### config.mk
export PLATFORM = sky130hd
export DESIGN_NAME = coverage_cell_span_sweep
export DESIGN_NICKNAME = d
export VERILOG_FILES = /design/src/hdl/cssw_pkg.sv /design/src/hdl/cssw_cov.sv /design/src/hdl/coverage_cell_span_sweep.sv
export SDC_FILE = /design/constraint.sdc
export NUM_CORES = 1
export LEC_CHECK = 0
export BUFFER_PORTS_ARGS = -buffer_cell sky130_fd_sc_hd__buf_4
export CAP_MARGIN = 0
export CORE_ASPECT_RATIO = 1.4
export CORE_MARGIN = 5
export CORE_UTILIZATION = 45
export CTS_CLUSTER_SIZE = 28
export DETAILED_ROUTE_END_ITERATION = 10
export PLACE_DENSITY_LB_ADDON = 0.1
export SLEW_MARGIN = 40
export SYNTH_ARGS = -nofsm -noshare
export SYNTH_HDL_FRONTEND = slang
export SYNTH_HIERARCHICAL = 1
export SYNTH_SLANG_ARGS = --single-unit
### constraint.sdc
create_clock -name clk -period 6.9 [get_ports clk]
set_clock_uncertainty 0.2 [all_clocks]
set_input_delay 1.38 -clock clk [delete_from_list [all_inputs] [get_ports clk]]
set_output_delay 1.38 -clock clk [all_outputs]
set_load 0.02 [all_outputs]
### src/hdl/cssw_pkg.sv
`default_nettype none
// ----------------------------------------------------------------------------
// cssw_pkg
// widths and defaults shared by the coverage cell span sweep modules
// ----------------------------------------------------------------------------
package cssw_pkg;

  // coordinate and length fields
  localparam int COORD_BITS = 16;
  localparam int LEN_BITS   = 16;

  // cell payload widths
  localparam int CELL_COVER_BITS = 16;
  localparam int AREA_BITS       = 25;

  // running cover accumulator width, wraps on overflow
  localparam int COVER_BITS = 24;

  // alpha output width
  localparam int ALPHA_BITS = 8;

  // default subpixel resolution
  localparam int SUBPIXEL_SHIFT_DEF = 8;

  // apb port
  localparam int APB_ADDR_BITS = 3;
  localparam int APB_DATA_BITS = 32;

endpackage : cssw_pkg
`default_nettype wire

### src/hdl/cssw_cov.sv
`default_nettype none
// ----------------------------------------------------------------------------
// cssw_cov
// coverage to alpha: floor-shifted signed area, abs, even-odd fold, saturate
// ----------------------------------------------------------------------------
module cssw_cov #(
  parameter int SUBPIXEL_SHIFT = cssw_pkg::SUBPIXEL_SHIFT_DEF
) (
  input  wire logic signed [cssw_pkg::COVER_BITS-1:0] cover_sum,
  input  wire logic signed [cssw_pkg::AREA_BITS-1:0]  area,
  input  wire logic                                   even_odd,
  output logic             [cssw_pkg::ALPHA_BITS-1:0] alpha
);
  import cssw_pkg::*;

  localparam int SH1   = SUBPIXEL_SHIFT + 1;
  localparam int DW    = COVER_BITS + SH1 + 1;
  localparam int QW    = COVER_BITS + 1;
  localparam int FW    = SUBPIXEL_SHIFT + 2;
  localparam int SCALE = 1 << SUBPIXEL_SHIFT;
  localparam int LSH   = (SUBPIXEL_SHIFT < ALPHA_BITS) ? ALPHA_BITS - SUBPIXEL_SHIFT : 0;
  localparam int RSH   = (SUBPIXEL_SHIFT > ALPHA_BITS) ? SUBPIXEL_SHIFT - ALPHA_BITS : 0;

  logic signed [DW-1:0] cov_sh;
  logic signed [DW-1:0] area_ext;
  logic signed [DW-1:0] diff;
  logic signed [QW-1:0] q;
  logic        [QW-1:0] mag;
  logic        [FW-1:0] fold;
  logic        [FW-1:0] folded;
  logic        [QW-1:0] sel;
  logic [SUBPIXEL_SHIFT-1:0] frac;

  always_comb begin
    cov_sh   = DW'(cover_sum) <<< SH1;
    area_ext = DW'(area);
    diff     = cov_sh - area_ext;
    // arithmetic drop of the low bits is a floor shift
    q        = diff[DW-1:SH1];
    mag      = q[QW-1] ? QW'(-q) : QW'(q);
    // modulo 2*scale, mirrored about scale
    fold     = FW'(mag[SUBPIXEL_SHIFT:0]);
    folded   = (fold > FW'(SCALE)) ? FW'(2 * SCALE) - fold : fold;
    sel      = even_odd ? QW'(folded) : mag;
    frac     = sel[SUBPIXEL_SHIFT-1:0];
    if (sel >= QW'(SCALE - 1)) begin
      alpha = '1;
    end else begin
      alpha = ALPHA_BITS'((32'(frac) << LSH) >> RSH);
    end
  end

endmodule : cssw_cov
`default_nettype wire

### src/hdl/coverage_cell_span_sweep.sv
`default_nettype none
// ----------------------------------------------------------------------------
// coverage_cell_span_sweep
// turns sorted, merged scanline cells into anti-aliased spans
// ----------------------------------------------------------------------------
// usage
//   input channel (in_*): one cell per item, x strictly rising within a line,
//   in_first_in_line set on the first cell of every scanline
//   result channel (out_*): per cell an optional gap span (out_last = 0)
//   followed by the one-pixel span of the cell itself (out_last = 1)
//   apb port: register 0 at address 0 selects even-odd (1) or nonzero (0)
//   fill; write it only while no cell is in flight
// path: a taken cell moves from the input register into the result pair
// throughput: one cell per cycle when no gap span is given and out_stall is low;
//   a cell with a gap span keeps the result pair busy for both its spans, as
//   the single result channel carries up to two spans per cell
// reset: running cover, previous x and even_odd clear, both stages empty
// stall: a stalled span holds; the input register and the result pair
//   keep filling, then in_stall rises until the result pair drains
// ----------------------------------------------------------------------------
module coverage_cell_span_sweep #(
  parameter int SUBPIXEL_SHIFT = cssw_pkg::SUBPIXEL_SHIFT_DEF
) (
  input  wire logic                                          clk,
  input  wire logic                                          rst_n,
  // cell input
  input  wire logic                                          in_valid,
  output logic                                               in_stall,
  input  wire logic signed [cssw_pkg::COORD_BITS-1:0]        in_cell_x,
  input  wire logic signed [cssw_pkg::CELL_COVER_BITS-1:0]   in_cell_cover,
  input  wire logic signed [cssw_pkg::AREA_BITS-1:0]         in_cell_area,
  input  wire logic                                          in_first_in_line,
  // span output
  output logic                                               out_valid,
  input  wire logic                                          out_stall,
  output logic signed [cssw_pkg::COORD_BITS-1:0]             out_span_x,
  output logic        [cssw_pkg::LEN_BITS-1:0]               out_span_length,
  output logic        [cssw_pkg::ALPHA_BITS-1:0]             out_coverage,
  output logic                                               out_last,
  // configuration
  input  wire logic                                          psel,
  input  wire logic                                          penable,
  input  wire logic                                          pwrite,
  input  wire logic        [cssw_pkg::APB_ADDR_BITS-1:0]     paddr,
  input  wire logic        [cssw_pkg::APB_DATA_BITS-1:0]     pwdata,
  output logic             [cssw_pkg::APB_DATA_BITS-1:0]     prdata,
  output logic                                               pready
);
  import cssw_pkg::*;

  // register index sits in the word address bit
  localparam logic REG_EVEN_ODD = 1'b0;

  localparam int XE = COORD_BITS + 1;

  // ---------------------------------------------------------------------------
  // configuration
  // ---------------------------------------------------------------------------
  logic even_odd_r;
  logic cfg_wr;

  assign pready = 1'b1;
  assign cfg_wr = psel & penable & pwrite;

  always_comb begin
    prdata = '0;
    if (paddr[2] == REG_EVEN_ODD) begin
      prdata[0] = even_odd_r;
    end
  end

  // ---------------------------------------------------------------------------
  // handshake
  // ---------------------------------------------------------------------------
  logic a_valid_r;       // input register holds a cell
  logic b_gap_v_r;       // result pair: gap span pending
  logic b_cell_v_r;      // result pair: cell span pending
  logic b_free;
  logic a_move;
  logic in_take;

  // result pair frees once nothing is left but a cell span being taken now
  assign b_free   = !b_gap_v_r && (!b_cell_v_r || !out_stall);
  assign a_move   = a_valid_r && b_free;
  assign in_stall = a_valid_r && !b_free;
  assign in_take  = in_valid && !in_stall;

  // ---------------------------------------------------------------------------
  // line state, updated as each cell is taken
  // ---------------------------------------------------------------------------
  logic signed [COVER_BITS-1:0] rc_r, rc_nxt;
  logic signed [COORD_BITS-1:0] prev_x_r;
  logic signed [XE-1:0]         x_ext;
  logic signed [XE-1:0]         px1;
  logic signed [XE-1:0]         gap_len_w;
  logic                         gap_w;

  always_comb begin
    x_ext     = XE'(in_cell_x);
    px1       = XE'(prev_x_r) + XE'(1);
    gap_len_w = x_ext - px1;
    // gap only between non-adjacent cells and under nonzero winding so far
    gap_w     = !in_first_in_line && (x_ext > px1) && (rc_r != '0);
    if (in_first_in_line) begin
      rc_nxt = COVER_BITS'(in_cell_cover);
    end else begin
      rc_nxt = rc_r + COVER_BITS'(in_cell_cover);
    end
  end

  // ---------------------------------------------------------------------------
  // input register
  // ---------------------------------------------------------------------------
  logic                         a_gap_r;
  logic signed [COORD_BITS-1:0] a_gap_x_r;
  logic        [LEN_BITS-1:0]   a_gap_len_r;
  logic signed [COVER_BITS-1:0] a_old_rc_r;
  logic signed [COORD_BITS-1:0] a_x_r;
  logic signed [COVER_BITS-1:0] a_new_rc_r;
  logic signed [AREA_BITS-1:0]  a_area_r;

  // ---------------------------------------------------------------------------
  // coverage of both spans
  // ---------------------------------------------------------------------------
  logic [ALPHA_BITS-1:0] gap_alpha;
  logic [ALPHA_BITS-1:0] cell_alpha;

  cssw_cov #(
    .SUBPIXEL_SHIFT (SUBPIXEL_SHIFT)
  ) u_gap_cov (
    .cover_sum (a_old_rc_r),
    .area      ('0),
    .even_odd  (even_odd_r),
    .alpha     (gap_alpha)
  );

  cssw_cov #(
    .SUBPIXEL_SHIFT (SUBPIXEL_SHIFT)
  ) u_cell_cov (
    .cover_sum (a_new_rc_r),
    .area      (a_area_r),
    .even_odd  (even_odd_r),
    .alpha     (cell_alpha)
  );

  // ---------------------------------------------------------------------------
  // result pair
  // ---------------------------------------------------------------------------
  logic signed [COORD_BITS-1:0] b_gap_x_r;
  logic        [LEN_BITS-1:0]   b_gap_len_r;
  logic        [ALPHA_BITS-1:0] b_gap_cov_r;
  logic signed [COORD_BITS-1:0] b_cell_x_r;
  logic        [ALPHA_BITS-1:0] b_cell_cov_r;
  logic                         b_gap_v_nxt;
  logic                         b_cell_v_nxt;
  logic                         a_valid_nxt;

  always_comb begin
    b_gap_v_nxt  = b_gap_v_r;
    b_cell_v_nxt = b_cell_v_r;
    priority if (a_move) begin
      b_gap_v_nxt  = a_gap_r;
      b_cell_v_nxt = 1'b1;
    end else if (out_valid && !out_stall) begin
      // gap span leaves first, the cell span after it
      if (b_gap_v_r) begin
        b_gap_v_nxt = 1'b0;
      end else begin
        b_cell_v_nxt = 1'b0;
      end
    end else begin
      // nothing moves, the pair holds
      b_gap_v_nxt  = b_gap_v_r;
      b_cell_v_nxt = b_cell_v_r;
    end
    a_valid_nxt = in_take || (a_valid_r && !a_move);
  end

  // control and line state
  always_ff @(posedge clk) begin
    if (!rst_n) begin
      even_odd_r <= 1'b0;
      a_valid_r  <= 1'b0;
      b_gap_v_r  <= 1'b0;
      b_cell_v_r <= 1'b0;
      rc_r       <= '0;
      prev_x_r   <= '0;
    end else begin
      if (cfg_wr && paddr[2] == REG_EVEN_ODD) begin
        even_odd_r <= pwdata[0];
      end
      a_valid_r  <= a_valid_nxt;
      b_gap_v_r  <= b_gap_v_nxt;
      b_cell_v_r <= b_cell_v_nxt;
      if (in_take) begin
        rc_r     <= rc_nxt;
        prev_x_r <= in_cell_x;
      end
    end
  end

  // payload
  always_ff @(posedge clk) begin
    if (in_take) begin
      a_gap_r     <= gap_w;
      a_gap_x_r   <= COORD_BITS'(px1);
      a_gap_len_r <= LEN_BITS'(gap_len_w);
      a_old_rc_r  <= rc_r;
      a_x_r       <= in_cell_x;
      a_new_rc_r  <= rc_nxt;
      a_area_r    <= in_cell_area;
    end
    if (a_move) begin
      b_gap_x_r    <= a_gap_x_r;
      b_gap_len_r  <= a_gap_len_r;
      b_gap_cov_r  <= gap_alpha;
      b_cell_x_r   <= a_x_r;
      b_cell_cov_r <= cell_alpha;
    end
  end

  // ---------------------------------------------------------------------------
  // output select
  // ---------------------------------------------------------------------------
  assign out_valid       = b_gap_v_r || b_cell_v_r;
  assign out_last        = !b_gap_v_r;
  assign out_span_x      = b_gap_v_r ? b_gap_x_r : b_cell_x_r;
  assign out_span_length = b_gap_v_r ? b_gap_len_r : LEN_BITS'(1);
  assign out_coverage    = b_gap_v_r ? b_gap_cov_r : b_cell_cov_r;

endmodule : coverage_cell_span_sweep
`default_nettype wire

After elaboration in Yosys (flattened, before gate mapping)
Index checks and enable logic that the tools add are counted.
{ "word_totals": {"ramBits": 0, "regBits": 230, "in_bits": 100, "memories": 0, "latchBits": 0, "rom_bits": 0, "word_cells": 73, "out_inout_bits": 76} }
{ "classes": {"n_div": 0, "add_sub_neg": 8, "n_mul": 0, "order_cmp": 5, "n_shift": 0, "muxes": 16, "eq_ne": 1, "n_bitwise": 3, "reduce_logical": 22} }
{ "ops": {"columns": ["op", "n"], "rows": [
  ["$mux 25", 4],
  ["$ge 25x8->1 const B", 2],
  ["$sub 33x25->34", 1],
  ["$mux 16", 2],
  ["$neg 24->25", 1],
  ["$neg 25->25", 1],
  ["$add 24x16->24", 1],
  ["$mux 24", 1],
  ["$reduce_bool 24->1", 1],
  ["$mux 10", 2],
  ["$sub 10x9->10 const A", 2],
  ["$gt 9x9->1 const B", 2],
  ["$add 16x2->17 const B", 1],
  ["$gt 16x17->1", 1],
  ["$sub 16x16->16", 1],
  ["$logic_and 1x1->1", 9],
  ["$mux 8", 1],
  ["$logic_not 1->1", 7],
  ["$mux 1", 6],
  ["$logic_or 1x1->1", 3],
  ["$and 1x1->1", 2],
  ["$ne 2x1->1 const B", 1],
  ["$reduce_and 2->1", 1],
  ["$reduce_bool 2->1", 1],
  ["$not 1->1", 1]
]} }

Longest topological paths before layout
{ "depth": {"word_depth": 8, "mapped_depth": 21, "depth_no_buf": 19} }

By module
The synthesis kept the hierarchy.
{ "by_module_without_submodules": {"columns": ["mod", "area_per_inst_um2", "seq_area_each_um2", "n_inst", "cells_per_inst"], "rows": [
  ["coverage_cell_span_sweep", 10382.5, 6466.2, 1, 824],
  ["cssw_cov", 3248.1, 0.0, 2, 483]
]} }

Worst setup path before layout
Ideal clock, no wire load.
{ "synth_timing": {"kind": "in2reg", "startpoint": "input out_stall", "endpoint": "register a_area_r[0], enable pin", "setup_ns": 0.534, "required_ns": 6.166, "path_stages": 5, "t_arrival_ns": 5.392, "path_slack_ns": 0.774, "n_path_buf": 1, "path_cell_list": "and2_1 -> o21ai_1 -> nand2_1 -> inv_2 -> clkbuf_1"} }
{ "synth_between": {"elab_chain_len": 7} }
{ "synth_rtl": {"columns": ["element", "line_no", "source"], "rows": [
  ["start: declaration", "coverage_cell_span_sweep.sv:35", "input wire logic out_stall,"],
  ["$logic_not 1->1", "coverage_cell_span_sweep.sv:83", "assign b_free = !b_gap_v_r && (!b_cell_v_r || !out_stall);"],
  ["$logic_or 1x1->1", "coverage_cell_span_sweep.sv:83", null],
  ["$logic_and 1x1->1", "coverage_cell_span_sweep.sv:83", null],
  ["$logic_not 1->1", "coverage_cell_span_sweep.sv:85", "assign in_stall = a_valid_r && !b_free;"],
  ["$logic_and 1x1->1", "coverage_cell_span_sweep.sv:85", null],
  ["$logic_not 1->1", "coverage_cell_span_sweep.sv:86", "assign in_take = in_valid && !in_stall;"],
  ["$logic_and 1x1->1", "coverage_cell_span_sweep.sv:86", null],
  ["via in_take", "coverage_cell_span_sweep.sv:80", "logic in_take;"],
  ["end signal: assignment", "coverage_cell_span_sweep.sv:211", "a_area_r <= in_cell_area;"],
  ["end: declaration", "coverage_cell_span_sweep.sv:120", "logic signed [AREA_BITS-1:0] a_area_r;"]
]} }
The timed path passes the listed nets, and every way through them passes these cells.
A chain may end at the register's enable or synchronous reset.

Worst setup path in the final report
{ "layout_timing": {"startpoint": "register a_area_r[24]", "endpoint": "register b_cell_cov_r[3], data pin"} }
{ "layout_between": {"elab_chain_len": 6, "elab_cells_between_ends": 8, "cone_classes": "add/sub (3); order compare (2); mux (3)"} }
{ "layout_rtl": {"columns": ["element", "line_no", "source"], "rows": [
  ["$sub 33x25->34 (*)", "cssw_cov.sv:37", "diff = cov_sh - area_ext;"],
  ["$mux 25 (*)", "cssw_cov.sv:40", "mag = q[QW-1] ? QW'(-q) : QW'(q);"],
  ["$sub 10x9->10 / $gt 9x9->1 (equally long branches)", "cssw_cov.sv:43", "folded = (fold > FW'(SCALE)) ? FW'(2 * SCALE) - fold : fold;"],
  ["$mux 10", "cssw_cov.sv:43", null],
  ["$mux 25 (*)", "cssw_cov.sv:44", "sel = even_odd ? QW'(folded) : mag;"],
  ["$ge 25x8->1", "cssw_cov.sv:46", "if (sel >= QW'(SCALE - 1)) begin"],
  ["end signal: assignment", "coverage_cell_span_sweep.sv:218", "b_cell_cov_r <= cell_alpha;"],
  ["end: declaration", "coverage_cell_span_sweep.sv:153", "logic [ALPHA_BITS-1:0] b_cell_cov_r;"]
]} }
Mark *: on every way between the ends. The rest lies on a longest branch, timed or not.

==> impl_metrics.yaml <==
placed_design:
  port_buffer_count: 110
  gp_routability_congestion: 0.853
  detailed_placement_hpwl_um: 33200
floorplanning:
  pin_count: 176
  die_x_um: 174
  initial_utilization_pct: 45.2
  design.core.area_mm2: 0.0373
  core.rowCount: 84
  dieArea_mm2: 0.0415
  die_height_um: 239
global_routing:
  met1_usage_pct: 22.7
  via_count_of_the_first_global_routing_pass: 13300
  grtUsageMet3_pct: 3.39
  grt_start_max_net_pins: 125
  number_of_antenna_violations_at_the_first_check_in_global_routing: 1
  groute.usage.overall_pct: 20.1
  grt_first_pass_wirelength_um: 68700
  grt_overflow_total: 0
  groute.layer.met2.usage_pct: 38.8
  most_heavily_used_metal_layer_in_global_routing: "met2"
cells_and_area:
  layout_commonest_cell: "nand2_1"
  insertedDiodeCount: 0
  layout.filler_cells: 3463
  most-common-layout-cells: "193 x nand2_1, 186 x edfxtp_1, 114 x buf_4, 112 x nor2_1, 99 x a21oi_1"
  final_nets: 2081
  drive_gt1_share_pct: 14.3
  area_growth_from_synthesis_to_layout_pct: 11.7
routing:
  detail_route.iter0.violations: 702
  drtPass1Iterations: 5
  detail-route-antenna-nets: 0
  remaining_drc_errors: 0
  drt-total-wl_um: 43000
  routed-via-count: 13500
  viasPerCell: 5.67
  avgRoutedWirePerCell_um: 18.1
setup_path:
  cp_capture_type: "flip-flop"
  setup_cp_type: "reg2reg"
  timing.critical_path.arrival_ns: 5.55
  timing.critical_path.max_delay_family: "compound AO/OA/AOI/OAI gates"
  setup.worst_path.start_class: "flip-flop"
  critPathRequiredTime_ns: 6.97
  cp_cell_sequence: "inv_1 -> ha_1 -> a21oi_1 -> o21a_1 -> o22ai_1 -> or4_1 -> o21ai_1 -> and2_1 -> a21oi_1 -> ha_1 -> nand3b_1 -> a31oi_1 -> a41o_1 -> o211ai_1 -> nand3_1 -> a31oi_1 -> xor2_1 -> nand2_1"
  cp_slowest_cell: "or4_1"
  cp.buffers_inverters: 1
  delay_of_the_slowest_critical_path_stage_ns: 0.59
  crit_fanout: 15
timing:
  setup_repair_after_global_routing_missed_its_margin: "no"
  final.period_utilization_pct: 79.4
  worst_slew_pin_slew_ns: 0.865
  finalSetupTns_ns: 0
  finalWorstPathRequiredPeriod_ns: 5.48
  hold-worst-slack_ns: 0.219
  timing_max_transition_violations_final: 0
  hold_violations: 0
  fmaxAchievable_ghz: 0.183
  max_slew_margin_pct: 42.3
  setup_viol_count_final: 0
power:
  vdd.ir_drop.worst_v: 0.000219
  p_leak_uw: 0.00727
  powerDensity_mw_per_mm2: 241
clocking:
  ctsHoldBuffers: 0
  number_of_clock_buffers_inserted_by_tritoncts: 24
  tritoncts_num_sinks: 230
  tritoncts: "built"
  clock-root-buffer: "clkbuf_16"
  clock_tree.htree_level_count: 1
  post_cts_resize_count: 0
  cts.clk_slew.worst_paths_ns: 0.07
  post-cts-setup-buffers: 0
  clk-insertion-delay-late_ns: 0.54
  ctsLongestPathBuffers: 3
logic_synthesis:
  ys_async_sr_fraction_pct: 0
  yosys_most_used_dff: "edfxtp_1"
  ys.warnings.count: 6
  synth_seq_cells: 230
  postSynthAreaPerCell_um2: 9.43
  syn-cell-area_mm2: 0.0169
  synth_seq_area_share_pct: 38.3
  synth_edf_count: 186
  number_of_distinct_library_cell_variants_in_the_gate_level_netlist_after_synthesis: 102
  synth_cells: 1790
worst_hold_path:
  hp-class: "reg2reg"
status:
  outcome: "completed"
job:
  drv.max_cap_violation_count: 0
-- synth_stat cells (28+ instances only) --
library cell / count / area, µm²
nand2_1: 193 / 724
edfxtp_1: 186 / 5590
nor2_1: 113 / 424
a21oi_1: 99 / 495
ha_1: 92 / 1150
inv_1: 78 / 293
o21ai_0: 59 / 295
nor3_1: 49 / 245
xor2_1: 48 / 420
clkbuf_1: 46 / 173
xnor2_1: 45 / 394
dfxtp_1: 44 / 881
nand4_1: 40 / 250
and2_1: 36 / 225
o21ai_1: 36 / 180
nand3_1: 35 / 175
buf_4: 32 / 240
a21o_1: 29 / 218
nand2b_1: 28 / 175
-- path summary, 6_finish.rpt --
| path | from | end | slack (ns) | cells past startpoint |
|---|---|---|---|---|
| worst max-delay path | a_area_r[24] | b_cell_cov_r[3] | 1.42 | 18 |
| worst min-delay path | a_gap_x_r[1] | b_gap_x_r[1] | 0.22 | 0 |
| worst max register to register | a_area_r[24] | b_cell_cov_r[3] | 1.42 | 18 |
| worst min register to register | a_gap_x_r[1] | b_gap_x_r[1] | 0.22 | 0 |
-- flip-flops by register name (all words and copies together), names as in the netlist, 24 cells and up --
name / flops
a_area_r: 25
a_new_rc_r: 24
a_old_rc_r: 24
rc_r: 24
-- cell type report --
class	count	area [µm²]	area share, %
clock inverters	17	185	0.983
well taps	473	592	3.14
repair buffers	116	876	4.65
multi-input cells	1434	9760	51.8
inverters	81	312	1.65
clock buffers	27	654	3.47
flip-flops and latches	230	6470	34.3
-- logic make-up after synthesis --
logic type               Yosys count  share of synthesized area [%]
multiplexers                      43                           2.77
AO/OA/AOI/OAI                    454                           18.9
other                              2                         0.0445
buffers and inverters            190                           5.45
XOR/XNOR                         100                           5.63
adder cells (fa/ha/maj)           98                           7.30
flip-flops                       230                           38.3
AND/OR/NAND/NOR                  673                           21.6
-- per-layer routing --
metal	vias to the layer above	wire length, µm
met5	-	0
met4	0	1180
met3	66	1900
met2	245	22800
met1	6393	17100
li1	6772	-
-- per-stage QoR --
stage | std cells | power (µW) | worst slack, ns | instance area (µm²) | util (%)
final | 2378 | 4540 | 1.42 | 18800 | 50.5
after global routing | 2378 | 4820 | 0.947 | 18800 | 50.5
after CTS | 2377 | 4570 | 1.41 | 18800 | 50.5
after detailed placement | 2333 | 3210 | 1.43 | 18000 | 48.2
after global placement | 2332 | 3190 | 1.47 | 18000 | 48.1
after floorplan | 1854 | 2870 | 0.774 | 17100 | -
-- power by group --
| group | leakage (µW) | switching, µW | total (µW) | internal (µW) |
|---|---|---|---|---|
| clock network | 0.000401 | 574 | 1350 | 774 |
| registers | 0.00213 | 58.4 | 1690 | 1630 |
| logic | 0.00474 | 944 | 1510 | 564 |
| total | 0.00727 | 1580 | 4540 | 2970 |
Power figures use the tool's default switching activity.
